==> config.mk <==
export PLATFORM = sky130hd
export DESIGN_NAME = rpn_stack_calculator
export DESIGN_NICKNAME = d
export VERILOG_FILES = /design/src/rtl/rsc_pkg.sv /design/src/rtl/rsc_ram.sv /design/src/rtl/rpn_stack_calculator.sv
export SDC_FILE = /design/constraint.sdc
export NUM_CORES = 2
export LEC_CHECK = 0
export ABC_AREA = 0
export BUFFER_PORTS_ARGS = -buffer_cell sky130_fd_sc_hd__buf_2
export CORE_MARGIN = 2
export CORE_UTILIZATION = 38
export CTS_BUF_LIST = sky130_fd_sc_hd__clkbuf_8
export DETAILED_ROUTE_END_ITERATION = 8
export SYNTH_ARGS = -nofsm -noshare
export SYNTH_HDL_FRONTEND = slang
export SYNTH_SLANG_ARGS = --single-unit
==> constraint.sdc <==
create_clock -name clk -period 9.81 [get_ports clk]
set_input_delay 0 -clock clk [delete_from_list [all_inputs] [get_ports clk]]
set_output_delay 0 -clock clk [all_outputs]
set_load 0.02 [all_outputs]
==> src/rtl/rsc_pkg.sv <==
// Shared types and constants for the RPN stack calculator.
`timescale 1ns / 1ps
`default_nettype none

package rsc_pkg;

    // Token codes carried in the mode field
    localparam logic [3:0] MODE_PUSH  = 4'd0;
    localparam logic [3:0] MODE_PEEK  = 4'd1;
    localparam logic [3:0] MODE_DUMP  = 4'd2;
    localparam logic [3:0] MODE_CLEAR = 4'd3;
    localparam logic [3:0] MODE_ABS   = 4'd4;
    localparam logic [3:0] MODE_NEG   = 4'd5;
    localparam logic [3:0] MODE_DUP   = 4'd6;
    localparam logic [3:0] MODE_ADD   = 4'd7;
    localparam logic [3:0] MODE_SUB   = 4'd8;
    localparam logic [3:0] MODE_MUL   = 4'd9;
    localparam logic [3:0] MODE_DIV   = 4'd10;

    // Status codes
    localparam logic [2:0] ST_OK      = 3'd0;
    localparam logic [2:0] ST_EMPTY   = 3'd1;
    localparam logic [2:0] ST_ONE     = 3'd2;
    localparam logic [2:0] ST_DIVZERO = 3'd3;
    localparam logic [2:0] ST_FULL    = 3'd4;

    // Dump prints at most this many entries
    localparam int MAX_RESULTS = 32;
    localparam int CNT_W       = $clog2(MAX_RESULTS);

    // Reported depth saturates here
    localparam logic [7:0] DEPTH_OUT_MAX = 8'd63;

    typedef struct packed {
        logic [3:0]         mode;
        logic signed [31:0] operand;
    } in_word_t;

    typedef struct packed {
        logic signed [31:0] result_value;
        logic               has_value;
        logic [2:0]         status;
        logic [5:0]         depth_now;
        logic               last;
    } out_word_t;

    typedef enum logic [2:0] {
        S_IDLE,
        S_CHECK,
        S_TOP,
        S_SEC,
        S_DIV,
        S_WB,
        S_DUMP,
        S_EMIT
    } state_t;

endpackage

`default_nettype wire

==> src/rtl/rsc_ram.sv <==
// Generic single-write, single-read RAM with registered read data.
`timescale 1ns / 1ps
`default_nettype none

module rsc_ram #(
    parameter int WIDTH = 32,
    parameter int DEPTH = 32
) (
    input  wire logic                     clk,
    input  wire logic                     we,
    input  wire logic [$clog2(DEPTH)-1:0] waddr,
    input  wire logic [WIDTH-1:0]         wdata,
    input  wire logic                     re,
    input  wire logic [$clog2(DEPTH)-1:0] raddr,
    output logic      [WIDTH-1:0]         rdata
);

    logic [WIDTH-1:0] mem [DEPTH];

    // Write port
    always_ff @(posedge clk)
    begin
        if (we)
        begin
            mem[waddr] <= wdata;
        end
    end

    // Read port, data held until the next read
    always_ff @(posedge clk)
    begin
        if (re)
        begin
            rdata <= mem[raddr];
        end
    end

endmodule

`default_nettype wire

==> src/rtl/rpn_stack_calculator.sv <==
// Top level of the RPN stack calculator: control sequencer and stack RAM.
// The divider produces one quotient bit per cycle; a dump emits one word per cycle
// while the output register is not stalled.
// Throughput: one item at a time; the next item is taken once the last result
// word of the current one is loaded into the output register.
// Time per item is set by the single read port of the stack RAM and the bit-serial divider.
// Reset clears the depth (empty stack) and control state; RAM contents stay undefined.
`timescale 1ns / 1ps
`default_nettype none

module rpn_stack_calculator
    import rsc_pkg::*;
#(
    parameter int STACK_DEPTH = 32
) (
    input  wire logic      clk,
    input  wire logic      rst_n,
    input  wire logic      in_valid,
    output logic           in_ready,
    input  wire in_word_t  in_data,
    output logic           out_valid,
    input  wire logic      out_ready,
    output out_word_t      out_data
);

    localparam int AW = (STACK_DEPTH > 1) ? $clog2(STACK_DEPTH) : 1;
    localparam int DW = $clog2(STACK_DEPTH + 1);

    state_t state_reg, state_next;

    logic [3:0]       mode_reg, mode_next;
    logic [31:0]      operand_reg, operand_next;
    logic [DW-1:0]    depth_reg, depth_next;
    logic [31:0]      top_reg, top_next;
    logic [31:0]      res_reg, res_next;
    logic [31:0]      o_value_reg, o_value_next;
    logic             o_has_reg, o_has_next;
    logic [2:0]       o_status_reg, o_status_next;
    logic [AW-1:0]    rd_ptr_reg, rd_ptr_next;
    logic [CNT_W-1:0] rem_reg, rem_next;
    logic [31:0]      div_q_reg, div_q_next;
    logic [31:0]      div_r_reg, div_r_next;
    logic [31:0]      div_d_reg, div_d_next;
    logic             div_neg_reg, div_neg_next;
    logic [4:0]       div_cnt_reg, div_cnt_next;
    logic             out_valid_reg, out_valid_next;
    out_word_t        out_data_reg, out_data_next;

    logic          mem_we, mem_re;
    logic [AW-1:0] mem_waddr, mem_raddr;
    logic [31:0]   mem_wdata, mem_rdata;

    logic          accept;
    logic          slot_free;
    logic          out_load;
    out_word_t     out_word;
    logic [2:0]    chk_status;
    logic          is_binary;
    logic          needs_read;
    logic [7:0]    depth_wide;
    logic [5:0]    depth_rep;
    logic [32:0]   div_shift;
    logic [32:0]   div_diff;
    logic          div_ge;
    logic [31:0]   div_result;

    assign accept    = in_valid && in_ready;
    assign in_ready  = (state_reg == S_IDLE);
    assign slot_free = !out_valid_reg || out_ready;
    assign out_valid = out_valid_reg;
    assign out_data  = out_data_reg;

    assign is_binary  = mode_reg inside {MODE_ADD, MODE_SUB, MODE_MUL, MODE_DIV};
    assign needs_read = (mode_reg inside {MODE_PEEK, MODE_DUMP, MODE_ABS, MODE_NEG, MODE_DUP})
                        || is_binary;

    // Saturate reported depth
    assign depth_wide = 8'(depth_reg);
    assign depth_rep  = (depth_wide > DEPTH_OUT_MAX) ? 6'(DEPTH_OUT_MAX) : depth_wide[5:0];

    // Screen the item against the current depth
    always_comb
    begin
        chk_status = ST_OK;
        case (mode_reg)
            MODE_PUSH:
            begin
                if (depth_reg >= DW'(STACK_DEPTH))
                    chk_status = ST_FULL;
            end
            MODE_PEEK, MODE_DUMP, MODE_ABS, MODE_NEG:
            begin
                if (depth_reg == '0)
                    chk_status = ST_EMPTY;
            end
            MODE_DUP:
            begin
                if (depth_reg == '0)
                    chk_status = ST_EMPTY;
                else if (depth_reg >= DW'(STACK_DEPTH))
                    chk_status = ST_FULL;
            end
            MODE_ADD, MODE_SUB, MODE_MUL, MODE_DIV:
            begin
                if (depth_reg == '0)
                    chk_status = ST_EMPTY;
                else if (depth_reg == DW'(1))
                    chk_status = ST_ONE;
            end
            default:
            begin
                chk_status = ST_OK;
            end
        endcase
    end

    // One restoring divide step on magnitudes
    assign div_shift  = {div_r_reg, div_q_reg[31]};
    assign div_diff   = div_shift - {1'b0, div_d_reg};
    assign div_ge     = !div_diff[32];
    assign div_result = div_neg_reg ? (32'd0 - div_q_reg) : div_q_reg;

    // Next state
    always_comb
    begin
        state_next = state_reg;
        case (state_reg)
            S_IDLE:
            begin
                if (accept)
                    state_next = S_CHECK;
            end
            S_CHECK:
            begin
                if (chk_status != ST_OK || !needs_read)
                    state_next = S_EMIT;
                else if (mode_reg == MODE_DUMP)
                    state_next = S_DUMP;
                else
                    state_next = S_TOP;
            end
            S_TOP:
            begin
                state_next = is_binary ? S_SEC : S_EMIT;
            end
            S_SEC:
            begin
                if (mode_reg == MODE_DIV)
                    state_next = (top_reg == 32'd0) ? S_EMIT : S_DIV;
                else
                    state_next = S_WB;
            end
            S_DIV:
            begin
                if (div_cnt_reg == 5'd31)
                    state_next = S_WB;
            end
            S_WB:
            begin
                state_next = S_EMIT;
            end
            S_DUMP:
            begin
                if (slot_free && rem_reg == '0)
                    state_next = S_IDLE;
            end
            S_EMIT:
            begin
                if (slot_free)
                    state_next = S_IDLE;
            end
            default:
            begin
                state_next = S_IDLE;
            end
        endcase
    end

    // Datapath, RAM control and result word
    always_comb
    begin
        mode_next     = mode_reg;
        operand_next  = operand_reg;
        depth_next    = depth_reg;
        top_next      = top_reg;
        res_next      = res_reg;
        o_value_next  = o_value_reg;
        o_has_next    = o_has_reg;
        o_status_next = o_status_reg;
        rd_ptr_next   = rd_ptr_reg;
        rem_next      = rem_reg;
        div_q_next    = div_q_reg;
        div_r_next    = div_r_reg;
        div_d_next    = div_d_reg;
        div_neg_next  = div_neg_reg;
        div_cnt_next  = div_cnt_reg;
        mem_we        = 1'b0;
        mem_waddr     = '0;
        mem_wdata     = '0;
        mem_re        = 1'b0;
        mem_raddr     = '0;
        out_load      = 1'b0;
        out_word      = '0;

        case (state_reg)
            S_IDLE:
            begin
                if (accept)
                begin
                    mode_next    = in_data.mode;
                    operand_next = in_data.operand;
                end
            end
            S_CHECK:
            begin
                o_value_next  = 32'd0;
                o_has_next    = 1'b0;
                o_status_next = chk_status;
                if (chk_status == ST_OK)
                begin
                    if (mode_reg == MODE_PUSH)
                    begin
                        mem_we     = 1'b1;
                        mem_waddr  = AW'(depth_reg);
                        mem_wdata  = operand_reg;
                        depth_next = depth_reg + DW'(1);
                    end
                    else if (mode_reg == MODE_CLEAR)
                    begin
                        depth_next = '0;
                    end
                    else if (needs_read)
                    begin
                        // Fetch the top entry
                        mem_re      = 1'b1;
                        mem_raddr   = AW'(depth_reg - DW'(1));
                        rd_ptr_next = AW'(depth_reg - DW'(1));
                        rem_next    = (depth_wide > 8'(MAX_RESULTS)) ?
                                      CNT_W'(MAX_RESULTS - 1) : CNT_W'(depth_wide - 8'd1);
                    end
                end
            end
            S_TOP:
            begin
                top_next = mem_rdata;
                case (mode_reg)
                    MODE_PEEK:
                    begin
                        o_value_next = mem_rdata;
                        o_has_next   = 1'b1;
                    end
                    MODE_ABS, MODE_NEG:
                    begin
                        mem_we    = 1'b1;
                        mem_waddr = AW'(depth_reg - DW'(1));
                        if (mode_reg == MODE_NEG || mem_rdata[31])
                            mem_wdata = 32'd0 - mem_rdata;
                        else
                            mem_wdata = mem_rdata;
                    end
                    MODE_DUP:
                    begin
                        mem_we     = 1'b1;
                        mem_waddr  = AW'(depth_reg);
                        mem_wdata  = mem_rdata;
                        depth_next = depth_reg + DW'(1);
                    end
                    default:
                    begin
                        // Binary operator: fetch the second entry
                        mem_re    = 1'b1;
                        mem_raddr = AW'(depth_reg - DW'(2));
                    end
                endcase
            end
            S_SEC:
            begin
                case (mode_reg)
                    MODE_ADD: res_next = mem_rdata + top_reg;
                    MODE_SUB: res_next = mem_rdata - top_reg;
                    MODE_MUL: res_next = 32'(mem_rdata * top_reg);
                    default:
                    begin
                        if (top_reg == 32'd0)
                        begin
                            o_status_next = ST_DIVZERO;
                        end
                        else
                        begin
                            // Load the divider with magnitudes
                            div_q_next   = mem_rdata[31] ? (32'd0 - mem_rdata) : mem_rdata;
                            div_d_next   = top_reg[31] ? (32'd0 - top_reg) : top_reg;
                            div_r_next   = 32'd0;
                            div_neg_next = mem_rdata[31] ^ top_reg[31];
                            div_cnt_next = 5'd0;
                        end
                    end
                endcase
            end
            S_DIV:
            begin
                div_r_next   = div_ge ? div_diff[31:0] : div_shift[31:0];
                div_q_next   = {div_q_reg[30:0], div_ge};
                div_cnt_next = div_cnt_reg + 5'd1;
            end
            S_WB:
            begin
                mem_we     = 1'b1;
                mem_waddr  = AW'(depth_reg - DW'(2));
                mem_wdata  = (mode_reg == MODE_DIV) ? div_result : res_reg;
                depth_next = depth_reg - DW'(1);
            end
            S_DUMP:
            begin
                if (slot_free)
                begin
                    out_load              = 1'b1;
                    out_word.result_value = mem_rdata;
                    out_word.has_value    = 1'b1;
                    out_word.status       = ST_OK;
                    out_word.depth_now    = depth_rep;
                    out_word.last         = (rem_reg == '0);
                    if (rem_reg != '0)
                    begin
                        // Advance to the next entry down
                        mem_re      = 1'b1;
                        mem_raddr   = rd_ptr_reg - AW'(1);
                        rd_ptr_next = rd_ptr_reg - AW'(1);
                        rem_next    = rem_reg - CNT_W'(1);
                    end
                end
            end
            S_EMIT:
            begin
                if (slot_free)
                begin
                    out_load              = 1'b1;
                    out_word.result_value = o_value_reg;
                    out_word.has_value    = o_has_reg;
                    out_word.status       = o_status_reg;
                    out_word.depth_now    = depth_rep;
                    out_word.last         = 1'b1;
                end
            end
            default:
            begin
                out_load = 1'b0;
            end
        endcase
    end

    // Output register: load a word or drop it once taken
    always_comb
    begin
        out_valid_next = out_load || (out_valid_reg && !out_ready);
        out_data_next  = out_load ? out_word : out_data_reg;
    end

    // Control registers
    always_ff @(posedge clk or negedge rst_n)
    begin
        if (!rst_n)
        begin
            state_reg     <= S_IDLE;
            depth_reg     <= '0;
            out_valid_reg <= 1'b0;
        end
        else
        begin
            state_reg     <= state_next;
            depth_reg     <= depth_next;
            out_valid_reg <= out_valid_next;
        end
    end

    // Payload registers
    always_ff @(posedge clk)
    begin
        mode_reg     <= mode_next;
        operand_reg  <= operand_next;
        top_reg      <= top_next;
        res_reg      <= res_next;
        o_value_reg  <= o_value_next;
        o_has_reg    <= o_has_next;
        o_status_reg <= o_status_next;
        rd_ptr_reg   <= rd_ptr_next;
        rem_reg      <= rem_next;
        div_q_reg    <= div_q_next;
        div_r_reg    <= div_r_next;
        div_d_reg    <= div_d_next;
        div_neg_reg  <= div_neg_next;
        div_cnt_reg  <= div_cnt_next;
        out_data_reg <= out_data_next;
    end

    // Stack storage
    rsc_ram #(
        .WIDTH (32),
        .DEPTH (STACK_DEPTH)
    ) u_stack_ram (
        .clk   (clk),
        .we    (mem_we),
        .waddr (mem_waddr),
        .wdata (mem_wdata),
        .re    (mem_re),
        .raddr (mem_raddr),
        .rdata (mem_rdata)
    );

endmodule

`default_nettype wire
==> reports/qor.txt <==
Sequential share of the synthesized area = 0.542
Die footprint = 201000 µm²
Quantity of gates resized following cts = 0
Cell with the biggest individual delay on the critical path = sky130_fd_sc_hd__edfxtp_1
Vias in the first global route = 51948
Die Width = 448 µm
Height of the chip = 448 µm
Unrepaired setup endpoints after global routing = false
Worst-skew pair later-pin latency = 1.00 ns
Detail Placement HPWL = 151000 µm
Initial core utilization = 0.381
Post-route setup TNS = 0 ns
Clock tree from TritonCTS = yes
Setup crit start kind = flip-flop
Number of hold violations in the final report = 0
Grt ovf = 0
Violations in the final reports = DRC, capacitance limit
I/O pins = 85
Slew Limit Fails = 0
Final wirelength = 239000 µm
Number of enable-type register cells in the synthesized netlist = 1347
Number of cells on the critical path = 25
Crit end category = flip-flop
Synth top area cells = sky130_fd_sc_hd__edfxtp_1 54%, sky130_fd_sc_hd__fa_1 11%, sky130_fd_sc_hd__nand2_1 6.3%, sky130_fd_sc_hd__ha_1 3.4%, sky130_fd_sc_hd__and2_1 2.9%
Avg Inst Size Synth = 11.6 µm²
Count of unique library cells instantiated by Yosys = 80
Flip-flop count of the largest register after layout = 1024
Setup CP Type = reg2reg
Maximum number of pins on one net before global-route repair = 132
Reg-to-reg critical path startpoint = top_reg[4]$_DFFE_PP_
Fraction of registers with async set or reset after synthesis = 0.00737
Final setup violation count = 0
Number of clock sinks seen by CTS = 1357
Number of vias after detailed routing = 52365
Transition time at the pin with the least slew margin = 1.46 ns
Buffers on Ports = 84
Post-detailed-route count of antenna-violating nets = 0
Cell seen most often among critical-path stages = sky130_fd_sc_hd__fa_1
Detailed Route Iter0 Violations = 5791
DRC violations left = 3
Last weighted congestion value of the routability-driven placer = 0.933
Main combinational cell family by area after synthesis = simple AND/OR/NAND/NOR gates
Net count of the finished layout = 7293
Count of fill cells added during filler insertion = 18227
Highest fanout seen on the critical path = 18
Synth-to-Final Area Change = 12.6%
Mapped cell area = 75000 µm²
Critical path arrival = 9.29 ns
Row count = 163
Number of flip-flops and latches in the synthesized netlist = 1357
Number of instances in the synthesized netlist = 6457
Clock transition at the registers of the reported paths = 0.07 ns
Clk root buf = sky130_fd_sc_hd__clkbuf_8
Data required time at the worst endpoint = 10.55 ns
Commonest non-fill, non-tap cells in the layout = 1347 x sky130_fd_sc_hd__edfxtp_1, 1261 x sky130_fd_sc_hd__nand2_1, 507 x sky130_fd_sc_hd__inv_1, 410 x sky130_fd_sc_hd__fa_1
Instance area at placement = 79300 µm²
Synth Area in XOR/XNOR = 0.0302
First-pass GRT wire length = 348000 µm
Number of antenna violations at the first check in global routing = 6
Max_slew headroom = 0.000630
Period utilisation layout = 0.871
Launching element of the worst setup path = top_reg[4]$_DFFE_PP_
Core Region = 197000 µm²
Combined buffer and inverter count along the critical path = 5
Outcome = finished, violations left
Simple-Gate Fraction of Synth Area = 0.148
Layout cells sized above 1 = 0.103
Share of the synthesized area in compound gates (AO/OA/AOI/OAI) = 0.0759
CP peak stage delay = 0.85 ns
First-pass detailed-route iteration total = 9
Number of warnings reported in the yosys synthesis log = 0
Avg Vias per Cell = 5.53
Dominant cell type by area after synthesis = sky130_fd_sc_hd__edfxtp_1
Syn nets = 7109
Most common cell after layout, fill and taps aside = sky130_fd_sc_hd__edfxtp_1
Worst reg-to-reg path cell count = 25
CP delay by family, top = adder cells
Path category of the worst min-delay check = in2async
Multiplexer share of the synthesized area = 0.0171
Max-cap violation count = 1
Yosys top cell area share = 0.539
Count of H-tree levels built during CTS = 4
Max Freq = 117 MHz
Crit path time final = 8.55 ns
Synth Flop Type = sky130_fd_sc_hd__edfxtp_1
Number of clock buffers inserted by TritonCTS = 229
Routed wire per std cell = 25.3 µm
Adder and majority cell fraction of the synthesized area = 0.143
Post-route cell area = 84500 µm²
Worst Skew = 0.0767 ns
Largest buffer count on any clock path = 3
All-layer global routing usage = 0.236
## synth_stat cells (32+ instances only)
| library cell | number |
|---|---|
| sky130_fd_sc_hd__edfxtp_1 | 1347 |
| sky130_fd_sc_hd__nand2_1 | 1265 |
| sky130_fd_sc_hd__inv_1 | 447 |
| sky130_fd_sc_hd__fa_1 | 410 |
| sky130_fd_sc_hd__and2_1 | 350 |
| sky130_fd_sc_hd__nand3_1 | 349 |
| sky130_fd_sc_hd__clkbuf_1 | 322 |
| sky130_fd_sc_hd__nor2_1 | 218 |
| sky130_fd_sc_hd__ha_1 | 202 |
| sky130_fd_sc_hd__o21ai_0 | 160 |
| sky130_fd_sc_hd__a21oi_1 | 151 |
| sky130_fd_sc_hd__xnor2_1 | 133 |
| sky130_fd_sc_hd__xor2_1 | 126 |
| sky130_fd_sc_hd__mux2i_1 | 125 |
| sky130_fd_sc_hd__a31oi_1 | 117 |
| sky130_fd_sc_hd__a32oi_1 | 98 |
| sky130_fd_sc_hd__buf_2 | 50 |
| sky130_fd_sc_hd__nand4_1 | 41 |
| sky130_fd_sc_hd__a21o_1 | 37 |
| sky130_fd_sc_hd__nor3_1 | 37 |
| sky130_fd_sc_hd__or3_1 | 37 |
| sky130_fd_sc_hd__a2111oi_0 | 35 |
| sky130_fd_sc_hd__nand2b_1 | 34 |
| sky130_fd_sc_hd__a22o_1 | 32 |
## cell families (layout without fill, tap and decap cells)
kind of cell	count (synthesis)	count (layout)
and+or+nand+nor	2423	2423
DFF	1357	1357
muxes	128	128
adders and majority gates	612	612
buffers and inverters	845	1217
xor gates and xnor gates	259	259
other	0	4
AOI/OAI and AO/OA	833	833
## through the flow
| stage | cells | hold slack, ns | util | setup slack (ns) |
|---|---|---|---|---|
| detailed placement | 8973 | -0.106 | 0.403 | 1.38 |
| global placement | 8972 | -0.102 | 0.403 | 1.32 |
| floorplan | 6457 | -0.296 | - | 2.12 |
| CTS | 9469 | 0.0380 | 0.429 | 1.38 |
| finish | 9473 | 0.126 | 0.429 | 1.26 |
| global route | 9470 | 0.142 | 0.429 | 0.900 |
## metal layers
metal,global-route usage,part of all wire
met1,0.301,0.39
met2,0.377,0.46
met3,0.0520,0.090
met4,0.125,0.060
met5,0,0.00022
## path summary, 6_finish.rpt
kind,to,slack [ns]
max,res_reg[31]$_DFFE_PP_,1.26
min reg2reg,out_data[18]$_DFFE_PP_,0.51
min,state_reg[2]$_DFFE_PN0P_,0.13
max reg2reg,res_reg[31]$_DFFE_PP_,1.26
max in group asynchronous,state_reg[0]$_DFFE_PN0P_,9.27
min in group clk,state_reg[0]$_DFFE_PN0P_,0.13
## timing repair
item | CTS | global route
hold buffers | 77 | 0
setup buffers | 0 | 0
endpoints found under the hold margin | 94 | 0
## worst reg2reg max path: stages (launching register included)
cell,delay (ns)
sky130_fd_sc_hd__edfxtp_1,0.85
sky130_fd_sc_hd__buf_4,0.39
sky130_fd_sc_hd__and2_1,0.18
sky130_fd_sc_hd__fa_1,0.16
sky130_fd_sc_hd__inv_1,0.05
sky130_fd_sc_hd__fa_1,0.42
sky130_fd_sc_hd__fa_1,0.51
sky130_fd_sc_hd__fa_1,0.55
sky130_fd_sc_hd__inv_1,0.05
sky130_fd_sc_hd__fa_1,0.50
sky130_fd_sc_hd__inv_1,0.06
sky130_fd_sc_hd__fa_1,0.53
sky130_fd_sc_hd__inv_1,0.05
sky130_fd_sc_hd__fa_1,0.49
sky130_fd_sc_hd__fa_1,0.43
sky130_fd_sc_hd__ha_1,0.38
sky130_fd_sc_hd__a211oi_1,0.31
sky130_fd_sc_hd__nand3_1,0.14
sky130_fd_sc_hd__a211o_1,0.28
sky130_fd_sc_hd__o211a_1,0.17
sky130_fd_sc_hd__and2_1,0.20
sky130_fd_sc_hd__o41ai_1,0.82
sky130_fd_sc_hd__o221ai_1,0.21
sky130_fd_sc_hd__a21oi_1,0.22
sky130_fd_sc_hd__xnor2_1,0.08
sky130_fd_sc_hd__mux2_2,0.27
## layout make-up
type                    instances  area (µm²)  area share
diodes                          4        10.0    0.000118
multi-input cells            4255       31700       0.375
clock inverters               188        1260      0.0149
repair buffers                351        2680      0.0317
inverters                     447        1680      0.0199
well taps                    2640        3300      0.0391
clock buffers                 231        3180      0.0376
flip-flops and latches       1357       40700       0.482
Power is left out: the tool's default activity adds up to more than one toggle a clock period on the data nets, which glitch-free logic cannot reach.
